`config.mk`:
```
export PLATFORM = sky130hd
export DESIGN_NAME = rph_scale
export DESIGN_NICKNAME = d
export VERILOG_FILES = /design/src/rph_pkg.sv /design/src/rph_scale.sv
export SDC_FILE = /design/constraint.sdc
export NUM_CORES = 1
export LEC_CHECK = 0
export ABC_AREA = 1
export BUFFER_PORTS_ARGS = -buffer_cell sky130_fd_sc_hd__buf_2
export CORE_ASPECT_RATIO = 1.75
export CORE_MARGIN = 2
export CORE_UTILIZATION = 50
export DETAILED_ROUTE_END_ITERATION = 7
export GPL_ROUTABILITY_DRIVEN = 0
export PLACE_DENSITY = 0.73
export REMOVE_ABC_BUFFERS = 1
export SETUP_SLACK_MARGIN = 0.3
export SYNTH_ARGS = -nofsm -noshare
export SYNTH_HDL_FRONTEND = slang
export SYNTH_SLANG_ARGS = --single-unit
```
`constraint.sdc`:
```
create_clock -name clk -period 10.3 [get_ports clk]
set_clock_uncertainty 0.1 [all_clocks]
set_input_delay 1.03 -clock clk [delete_from_list [all_inputs] [get_ports clk]]
set_output_delay 1.03 -clock clk [all_outputs]
set_load 0.02 [all_outputs]
```
`src/rph_pkg.sv`:
```
// Package for the RGB pixel histogram: payload structs, field widths,
// register indexes and default sizes. No dependencies.
package rph_pkg;

    localparam int SAMPLE_BITS       = 16;
    localparam int GAIN_BITS         = 32;
    localparam int INDEX_FIELD_BITS  = 16;
    localparam int COUNT_FIELD_BITS  = 32;
    localparam int PRODUCT_BITS      = SAMPLE_BITS + GAIN_BITS;
    localparam int BIN_SHIFT         = 24;
    localparam int SCALED_BITS       = PRODUCT_BITS - BIN_SHIFT;
    localparam int CHANNELS          = 3;

    localparam int DEFAULT_BIN_BITS   = 16;
    localparam int DEFAULT_COUNT_BITS = 32;

    localparam int CFG_INDEX_BITS = 1;
    localparam int CFG_DATA_BITS  = 32;

    localparam logic [CFG_INDEX_BITS-1:0] REG_GAIN     = 1'b0;
    localparam logic [CFG_INDEX_BITS-1:0] REG_IS_COLOR = 1'b1;

    localparam logic [GAIN_BITS-1:0] GAIN_RESET = 32'h0100_0000;

    localparam logic ACT_ACCUMULATE = 1'b0;
    localparam logic ACT_READ       = 1'b1;

    typedef struct packed {
        logic                        action;
        logic [SAMPLE_BITS-1:0]      red_sample;
        logic [SAMPLE_BITS-1:0]      green_sample;
        logic [SAMPLE_BITS-1:0]      blue_sample;
        logic [INDEX_FIELD_BITS-1:0] bin_index;
    } pixel_t;

    typedef struct packed {
        logic [COUNT_FIELD_BITS-1:0] red_count;
        logic [COUNT_FIELD_BITS-1:0] green_count;
        logic [COUNT_FIELD_BITS-1:0] blue_count;
    } result_t;

endpackage

```
`src/rph_scale.sv`:
```
// Sample-to-bin scaler: registered 16 x 32 product, then shift and clamp.
// Depends on rph_pkg.
module rph_scale import rph_pkg::*; #(
    parameter int BIN_BITS = DEFAULT_BIN_BITS
) (
    input  logic                   clk,
    input  logic                   load,
    input  logic [SAMPLE_BITS-1:0] sample,
    input  logic [GAIN_BITS-1:0]   gain,
    output logic [BIN_BITS-1:0]    bin
);

    localparam logic [SCALED_BITS-1:0] BIN_MAX = SCALED_BITS'((1 << BIN_BITS) - 1);

    logic [PRODUCT_BITS-1:0] product_reg;
    logic [SCALED_BITS-1:0]  scaled;

    always_ff @(posedge clk)
    begin
        if (load)
        begin
            product_reg <= PRODUCT_BITS'(sample) * PRODUCT_BITS'(gain);
        end
    end

    assign scaled = product_reg[PRODUCT_BITS-1:BIN_SHIFT];
    assign bin    = (scaled > BIN_MAX) ? BIN_MAX[BIN_BITS-1:0] : scaled[BIN_BITS-1:0];

endmodule

```
# Word level (Yosys, flattened, before mapping)
# Cells that the tools add are included.
dict set report word_totals {
  regBits 48
  inputBits 50
  word_cells 4
}
dict set report classes {
  mul 1
  n_lt_le_gt_ge 1
  muxes 1
}
# cell n
set op_table {}
lappend op_table {{multiplier 16 x 32 -> 48 bit} 1}
lappend op_table {{greater-than comparator 24 x 16 -> 1 bit, second input constant} 1}
lappend op_table {{2-to-1 mux 16 bit} 1}

# Longest topological paths before layout
# Gate-level depths: netlist of run 1.
dict set report depth {
  depth_word 2
  mapped_depth 27
  mapped_depth_nobuf 25
}

# Least setup slack after synthesis of run 1
# OpenSTA, ideal clock, no wires.
dict set report synth_path {
  path_type {input port to flip-flop}
  start {in gain[29]}
  end {reg product_reg[35], data pin}
  setup_ps 252
  arrival_ps 6006
  path_slack_ps 3942
  stages 22
  cell_sequence {clkbuf_1 > clkbuf_1 > nand2_1 > fa_1 > inv_1 > fa_1 > inv_1 > fa_1 > inv_1 > fa_1 > fa_1 > inv_1 > fa_1 > inv_1 > ha_1 > a21oi_1 > o21ai_0 > a21boi_0 > a21boi_0 > nand2_1 > nand2_1 > nand2_1}
}
dict set report synth_between {
  elab_chain_len 1
}
# element line_no
set synth_rtl {}
lappend synth_rtl {{start, declared} rph_scale.sv:9} ;# input logic [GAIN_BITS-1:0] gain,
lappend synth_rtl {{multiplier 16 x 32 -> 48 bit} rph_scale.sv:22} ;# product_reg <= PRODUCT_BITS'(sample) * PRODUCT_BITS'(gain);
lappend synth_rtl {{end signal, assigned} rph_scale.sv:22}
lappend synth_rtl {{end, declared} rph_scale.sv:15} ;# logic [PRODUCT_BITS-1:0] product_reg;
# Every way passes these cells.
# A chain may end at the register's enable or synchronous reset.

# Worst setup path in the final report of run 1
dict set report layout_path {
  start {in sample[4]}
  end {reg product_reg[35], data pin}
}
dict set report layout_between {
  elab_chain_len 1
}
# element line_no
set layout_rtl {}
lappend layout_rtl {{start, declared} rph_scale.sv:8} ;# input logic [SAMPLE_BITS-1:0] sample,
lappend layout_rtl {{multiplier 16 x 32 -> 48 bit} rph_scale.sv:22}
# Every way passes these cells.

==> flow_summary.ini, run 1 <==
[setup_path]
worstSetupStartpointType = input port
worst_ep_required_time_ns = 10.20
cp.arrival_ns = 6.86
critPathKind = input port to flop
cp_cell_sequence = buf_2 > nand2_1 > fa_1 > inv_1 > fa_1 > inv_1 > fa_1 > inv_1 > fa_1 > fa_1 > inv_1 > fa_1 > inv_1 > ha_1 > inv_1 > o21ai_0 > nor2_1 > a21boi_0 > a21boi_0 > nand2_1 > nand2_1 > nand2_1
cp_slowest_cell = buf_2
cp-end-kind = flop
slowest_delay_ns = 0.58
crit_fanout = 32

[floorplan]
core-area_um2 = 35180
initial_core_util = 0.5074
ios = 66
rows = 91
dieArea_um2 = 37290
dieHeight_um = 254.0
die_x_um = 146.8

[clock_tree]
cts.sinks = 24
postCtsResizedCells = 0
ctsHoldBuffers = 0
post-cts-setup-buffers = 0
clk_pin_slew_ns = 0.07
htreeDepth = 1
root_buffer = clkbuf_16
cts_buffers = 3
cts_tree = yes
cts_buffer_depth = 2

[timing]
post-route-period-util = 0.6753
max_slew.worst_pin.slew_ns = 0.9091
timing.final.crit_period_ns = 6.956
max_freq_ghz = 0.1438
hold_viol_final = 0
setup_ws_ns = 3.344
tns_ns = 0
drv_slew = 0
setup_viol = 0
max_slew_margin = 0.3940
rsz0062_at_grt = false

[synth]
avgSynthCellArea_um2 = 7.463
synth_seq_cells = 24
synthCells = 2392
synth.top_cell.area_share = 0.4677
synth_area_um2 = 17850
synthTopCellsByArea = fa_1, inv_1, nand2_1
yosysSeqAreaShare = 0.04037
yosysUniqueCellTypes = 28
yosysTopAreaCell = fa_1
ys_warn_count = 0

[global_route]
grt_overflow = 0
grt_usage = 0.2688
grt_pass1_wl_um = 78550
grt_antenna_before_repair = 2
grt_start_max_net_pins = 33
grt_pass1_vias = 16290

[job]
drv_cap = 0

[cells_and_area]
finalNetCount = 2934
area_growth_pct = 3.343
post-route-util = 0.5243
largest_register_ff_count = 24
drive_gt1_frac = 0.03619
layoutNonFillerInstCount = 2816

[route]
vias = 14710
ant_nets = 0
drt_iter0_markers = 928
viasPerCell = 5.223
routedWlPerCell_um = 16.93
drc = 0
dr.pass1.iters = 6
wl_um = 47680

[placement]
post-dp-hpwl_um = 40150
dpl.cell_count = 2810
preCtsSetupSlack_ns = 3.125
port_buffers = 65

[status]
status = finished, final reports clean

[hold_path]
hold_path.class = input port to flop
-- area by class of cell --
type / instances / area [um2]
sequential: 24 / 720.7
clock buffer: 3 / 75.07
fill: 3352 / 16730
clock inverter: 1 / 30.03
timing repair buffer: 65 / 325.3
inverter: 737 / 2766
tap: 465 / 581.8
multi-input combinational: 1519 / 13940
antenna: 2 / 5.005
-- worst paths after layout --
check	endpoint	slack (ns)	cells past startpoint	from
worst min-delay path	product_reg[28]$_DFFE_PP_	1.21	1	load
worst max-delay path	product_reg[35]$_DFFE_PP_	3.34	22	sample[4]
-- critical path: cells and delay by family --
family / cells / cell delay, ns
buf+inv: 7 / 0.96
fa+ha+maj: 7 / 3.43
compound gates: 3 / 0.76
simple gates: 5 / 0.62
-- synthesized netlist by cell type --
cell,instances
a21boi_0,4
a21o_1,4
a21oi_1,61
a31oi_1,1
and2_1,4
clkbuf_1,112
edfxtp_1,24
fa_1,417
ha_1,117
inv_1,735
inv_2,2
nand2_1,686
nand2_2,4
nand3_1,32
nand3b_1,3
nand4_1,16
nor2_1,83
nor2_2,6
nor3_1,10
nor3_2,3
nor4_1,5
o21a_1,3
o21ai_0,35
o21ai_1,3
o21ai_2,1
o21bai_1,11
xnor2_1,3
xor2_1,7
-- cell families (layout without fill, tap and decap cells) --
logic type,Yosys count,after routing,synth area share
adders and majority gates,534,534,0.5497
DFF,24,24,0.04037
buffers and inverters,849,806,0.1785
AOI/OAI and AO/OA,123,123,0.03785
xor gates and xnor gates,10,10,0.004907
and+or+nand+nor,852,852,0.1887
other,0,2,0
-- routing by layer --
metal	global-route usage	vias up	share of wire
met5	0	-	0
met4	0.1859	0	0.083
met3	0.01741	257	0.042
met2	0.5375	582	0.56
met1	0.2565	7251	0.31
li1	-	6617	-
-- placed cells by master, fill, tap and decap left out, drive strengths merged --
cell type / synthesis / layout
ha: 117 / 117
nor2: 89 / 89
xnor2: 3 / 3
nand3: 32 / 32
diode: 0 / 2
o21ai: 39 / 39
o21bai: 11 / 11
bufinv: 0 / 1
fa: 417 / 417
a21oi: 61 / 61
nand3b: 3 / 3
and2: 4 / 4
a21boi: 4 / 4
nand2: 690 / 690
nor3: 13 / 13
xor2: 7 / 7
edfxtp: 24 / 24
nor4: 5 / 5
a21o: 4 / 4
buf: 0 / 65
a31oi: 1 / 1
inv: 737 / 737
nand4: 16 / 16
clkbuf: 112 / 3
o21a: 3 / 3
-- metrics by stage --
stage | hold slack, ns | instance area, um2
after detailed placement | 1.465 | 18340
after global placement | 1.463 | 18340
after global routing | 1.223 | 18450
after floorplan | 1.043 | 17430
final | 1.206 | 18450
after CTS | 1.213 | 18440
Power of run 1 is left out: the tool's default activity adds up to more than one toggle a clock period on the data nets, which glitch-free logic cannot reach.
==> run 2: changes to the inputs <==
- PLACE_DENSITY: 0.73 -> 0.75
- clock period: 10.3 -> 5.9 ns (I/O delays scaled with it)
==> run 2 against run 1 <==
  * The run now ends with design-rule violations, negative setup slack left
  * Sequential share of layout area is 0.78 points lower
  * Critical endpoint is now product_reg[30]$_DFFE_PP_
  * Die area stayed put
  * Design area is 25% higher
  * Highest routed layer is now met5
  * First-iteration DRC count is 88% higher
  * Largest cell class unchanged
  * Via count is 20% higher
  * Utilization is 13 points higher
==> flow_summary.ini, run 2 (same netlist as run 1, synthesis figures left out) <==
[setup_path]
worstSetupStartpointType = input port
crit_family = adder cells
cp_cell_sequence = buf_16 > buf_4 > nand2_1 > inv_1 > fa_1 > inv_1 > fa_2 > fa_2 > inv_1 > fa_2 > fa_1 > fa_1 > ha_4 > a21oi_2 > buf_4 > o21ai_4 > inv_2 > o21ai_4 > nand3b_1 > xor2_2
timing.critical_path.buf_inv = 7
critPathKind = input port to flop
worst_ep_required_time_ns = 5.79
cp.arrival_ns = 6.39
slowest_delay_ns = 0.72
cp-end-kind = flop
crit_fanout = 6
cp_slowest_cell = fa_1

[floorplan]
ios = 66
die_x_um = 146.8
dieArea_um2 = 37290
initial_core_util = 0.5074
core-area_um2 = 35180
dieHeight_um = 254.0
rows = 91

[cells_and_area]
diodes = 0
drive_gt1_frac = 0.2671
mostFrequentLayoutCell = inv_1
area_growth_pct = 29.32
fillers = 2434
final_cell_mix = inv_1, nand2_1, fa_1
largest_register_ff_count = 24
finalNetCount = 3172

[route]
vias = 17630
routedWlPerCell_um = 23.44
drc = 1
viasPerCell = 5.777
drt_iter0_markers = 1749
dr.pass1.iters = 8
wl_um = 71540
ant_nets = 0

[status]
violations = design-rule violations, negative setup slack
status = finished with violations

[placement]
port_buffers = 65
preCtsSetupSlack_ns = -0.4545
post-dp-hpwl_um = 44930

[job]
drv_cap = 0

[hold_path]
holdPathStages = 1
min-delay-start = load
hold_end = product_reg[34]$_DFFE_PP_
hold_path.class = input port to flop

[global_route]
grt_pass1_vias = 18400
grt_pass1_wl_um = 91380
grt_antenna_before_repair = 1
grt_overflow = 0
grt_start_max_net_pins = 25
grt_usage = 0.3165

[clock_tree]
cts.sinks = 24
cts_tree = yes
cts_buffers = 3
clk_pin_slew_ns = 0.07
ctsHoldBuffers = 0
root_buffer = clkbuf_16
cts_buffer_depth = 2
htreeDepth = 1

[timing]
timing.final.crit_period_ns = 6.500
drv_slew = 0
setup_ws_ns = -0.5999
max_slew_margin = 0.5803
hold_viol_final = 0
max_slew.worst_pin.slew_ns = 0.6295
rsz0062_at_grt = true
setup_viol = 14
post-route-period-util = 1.102
max_freq_ghz = 0.1538
==> run 2: layer usage <==
metal,share of wire,wire (um),global-route usage,vias up
met3,0.11,8085,0.04686,715
met5,0.00022,16,0,-
met4,0.15,10540,0.2852,2
li1,-,-,-,7109
met2,0.47,33670,0.6020,1417
met1,0.27,19220,0.2833,8387
==> run 2: through the flow <==
step,hold slack (ns),utilization,std cells,area [um2],setup TNS (ns)
2_1_floorplan,0.6025,-,2280,17430,0
6_report,0.7847,0.6561,3052,23080,-4.143
4_1_cts,0.7798,0.6062,3010,21330,0
3_3_place_gp,1.035,0.5616,2986,19760,-7.511
3_5_place_dp,1.038,0.5616,2986,19760,-8.798
5_1_grt,0.8060,0.6561,3052,23080,-5.841
==> run 2: how the worst max path moves through the flow <==
stage,cells after the start,slack (ns),to,startpoint
finish,20,-0.60,product_reg[30]$_DFFE_PP_,sample[4]
global route,20,-0.60,product_reg[30]$_DFFE_PP_,sample[4]
CTS,23,0.28,product_reg[42]$_DFFE_PP_,gain[14]
detailed placement,23,-0.45,product_reg[38]$_DFFE_PP_,sample[2]
global placement,25,-0.42,product_reg[27]$_DFFE_PP_,sample[6]
floorplan,20,0.53,product_reg[35]$_DFFE_PP_,gain[29]
==> run 2: repair_timing <==
item	in CTS	in global routing
buffers inserted	13	29
pin swaps	114	171
cloned	7	13
gates resized for setup	306	367
setup endpoints to repair	24	24
==> run 2: area by class of cell <==
class	instances	area, um2	share of cell area
multi-input cells	1519	15710	0.6804
repair buffers	303	3226	0.1397
inverters	737	2771	0.1201
flip-flops and latches	24	720.7	0.03122
well taps	465	581.8	0.02520
clock buffers	3	75.07	0.003252
clock inverters	1	3.754	0.0001626
Power of run 2 is left out for the same reason.
==> run 3: changes to the inputs <==
- CORE_UTILIZATION: 50 -> 28
- PLACE_DENSITY: 0.75 -> 0.5
==> run 3 against run 2 <==
  * The run now ends clean
  * Count of clock-buffer cells in the layout is the same
  * Worst setup slack gained 0.71 ns
  * Global-route usage is 12 points lower
  * Sequential share of layout area shrank 0.094 points
  * Via count down 11%
  * Utilization decreased by 28 points
  * Flip-flop and latch count did not move
  * Hold slack improved by 0.0045 ns
  * Critical path depth is 6 higher
  * Cell count increased by 13%
==> flow_summary.ini, run 3 (same netlist as run 1, synthesis figures left out) <==
[status]
status = finished, final reports clean

[clock_tree]
cts_tree = yes
cts_buffers = 3
htreeDepth = 1
ctsHoldBuffers = 0
cts_buffer_depth = 2
clk_pin_slew_ns = 0.07
root_buffer = clkbuf_16
cts.sinks = 24

[route]
drc = 0
viasPerCell = 4.545
dr.pass1.iters = 7
drt_iter0_markers = 637
wl_um = 62630
routedWlPerCell_um = 18.20
ant_nets = 0
vias = 15640

[timing]
hold_viol_final = 0
max_freq_ghz = 0.1728
max_slew_margin = 0.5676
post-route-period-util = 0.9809
max_slew.worst_pin.slew_ns = 0.6486
drv_slew = 0
rsz0062_at_grt = true
setup_viol = 0
timing.final.crit_period_ns = 5.787

[floorplan]
core-area_um2 = 63200
initial_core_util = 0.2825
dieArea_um2 = 65870
die_x_um = 194.9
dieHeight_um = 338.0
rows = 122
ios = 66

[job]
drv_cap = 0

[setup_path]
slowest_delay_ns = 0.52
crit_fanout = 8
crit_top_cell = fa_1
critPathKind = input port to flop
worstSetupStartpointType = input port
cp-end-kind = flop
cp.arrival_ns = 5.71
cp_slowest_cell = fa_1
timing.critical_path.buf_inv = 12
crit_family = adder cells
worst_ep_required_time_ns = 5.82

[cells_and_area]
final_cell_mix = inv_1, nand2_1, fa_1
finalNetCount = 3220
fillers = 6557
largest_register_ff_count = 24
multi_input_area_um2 = 15750
post-route-util = 0.3766
area_growth_pct = 33.32
drive_gt1_frac = 0.2767
regArea_um2 = 720.7
mostFrequentLayoutCell = inv_1

[global_route]
grt_antenna_before_repair = 2
grt_pass1_wl_um = 98740
grt_start_max_net_pins = 25
grt_usage = 0.1971
grt_pass1_vias = 17710
grt_overflow = 0

[hold_path]
hold_path.class = input port to flop

[placement]
port_buffers = 65
post-dp-hpwl_um = 51380
-- run 3: cell types whose count changed in the layout (fill, tap and decap cells not counted), moves of 5 or more --
| cell | previous run | this run |
|---|---|---|
| buf_2 | 25 | 32 |
| buf_4 | 173 | 213 |
| buf_8 | 8 | 13 |
| clkbuf_16 | 15 | 4 |
| fa_1 | 379 | 394 |
| fa_2 | 38 | 23 |
| inv_1 | 662 | 667 |
| nor2_1 | 33 | 27 |
| nor2_2 | 27 | 20 |
| nor2_4 | 29 | 42 |
| o21ai_1 | 7 | 12 |
-- run 3: final timing paths --
kind	from	end	slack, ns	cells past startpoint
hold / removal	load	product_reg[31]$_DFFE_PP_	0.79	1
setup / recovery	sample[6]	product_reg[24]$_DFFE_PP_	0.11	26
-- run 3: layout make-up --
class / instances / area share
multi-input cells: 1519 / 0.6618
repair buffers: 351 / 0.1447
inverters: 737 / 0.1162
well taps: 806 / 0.04237
flip-flops and latches: 24 / 0.03028
clock buffers: 3 / 0.003154
clock inverters: 1 / 0.001262
diodes: 1 / 0.0001051
-- run 3: layer usage --
metal  wire, um  track usage  vias up
met4       4376       0.1043        2
li1           -            -     7200
met5         13            0        -
met1      20120       0.1859     7909
met2      36620       0.4164      346
met3       1505      0.01184      186
-- run 3: repair_timing --
action / CTS / global route
pin swaps: 117 / 134
setup buffers: 30 / 24
setup endpoints to repair: 24 / 24
cloned: 8 / 1
resized for setup: 404 / 251
-- run 3: through the flow --
stage	hold slack (ns)	TNS [ns]	area (um2)	instances	worst slack, ns
CTS	0.7880	0	22750	3416	0.1268
floorplan	0.6025	0	17430	2280	0.5257
finish	0.7892	0	23800	3442	0.1128
global placement	1.029	-10.78	20680	3374	-0.5922
detailed placement	1.033	-11.51	20680	3374	-0.6491
global route	0.8084	-0.08066	23800	3442	-0.04002
Power of run 3 is left out for the same reason.
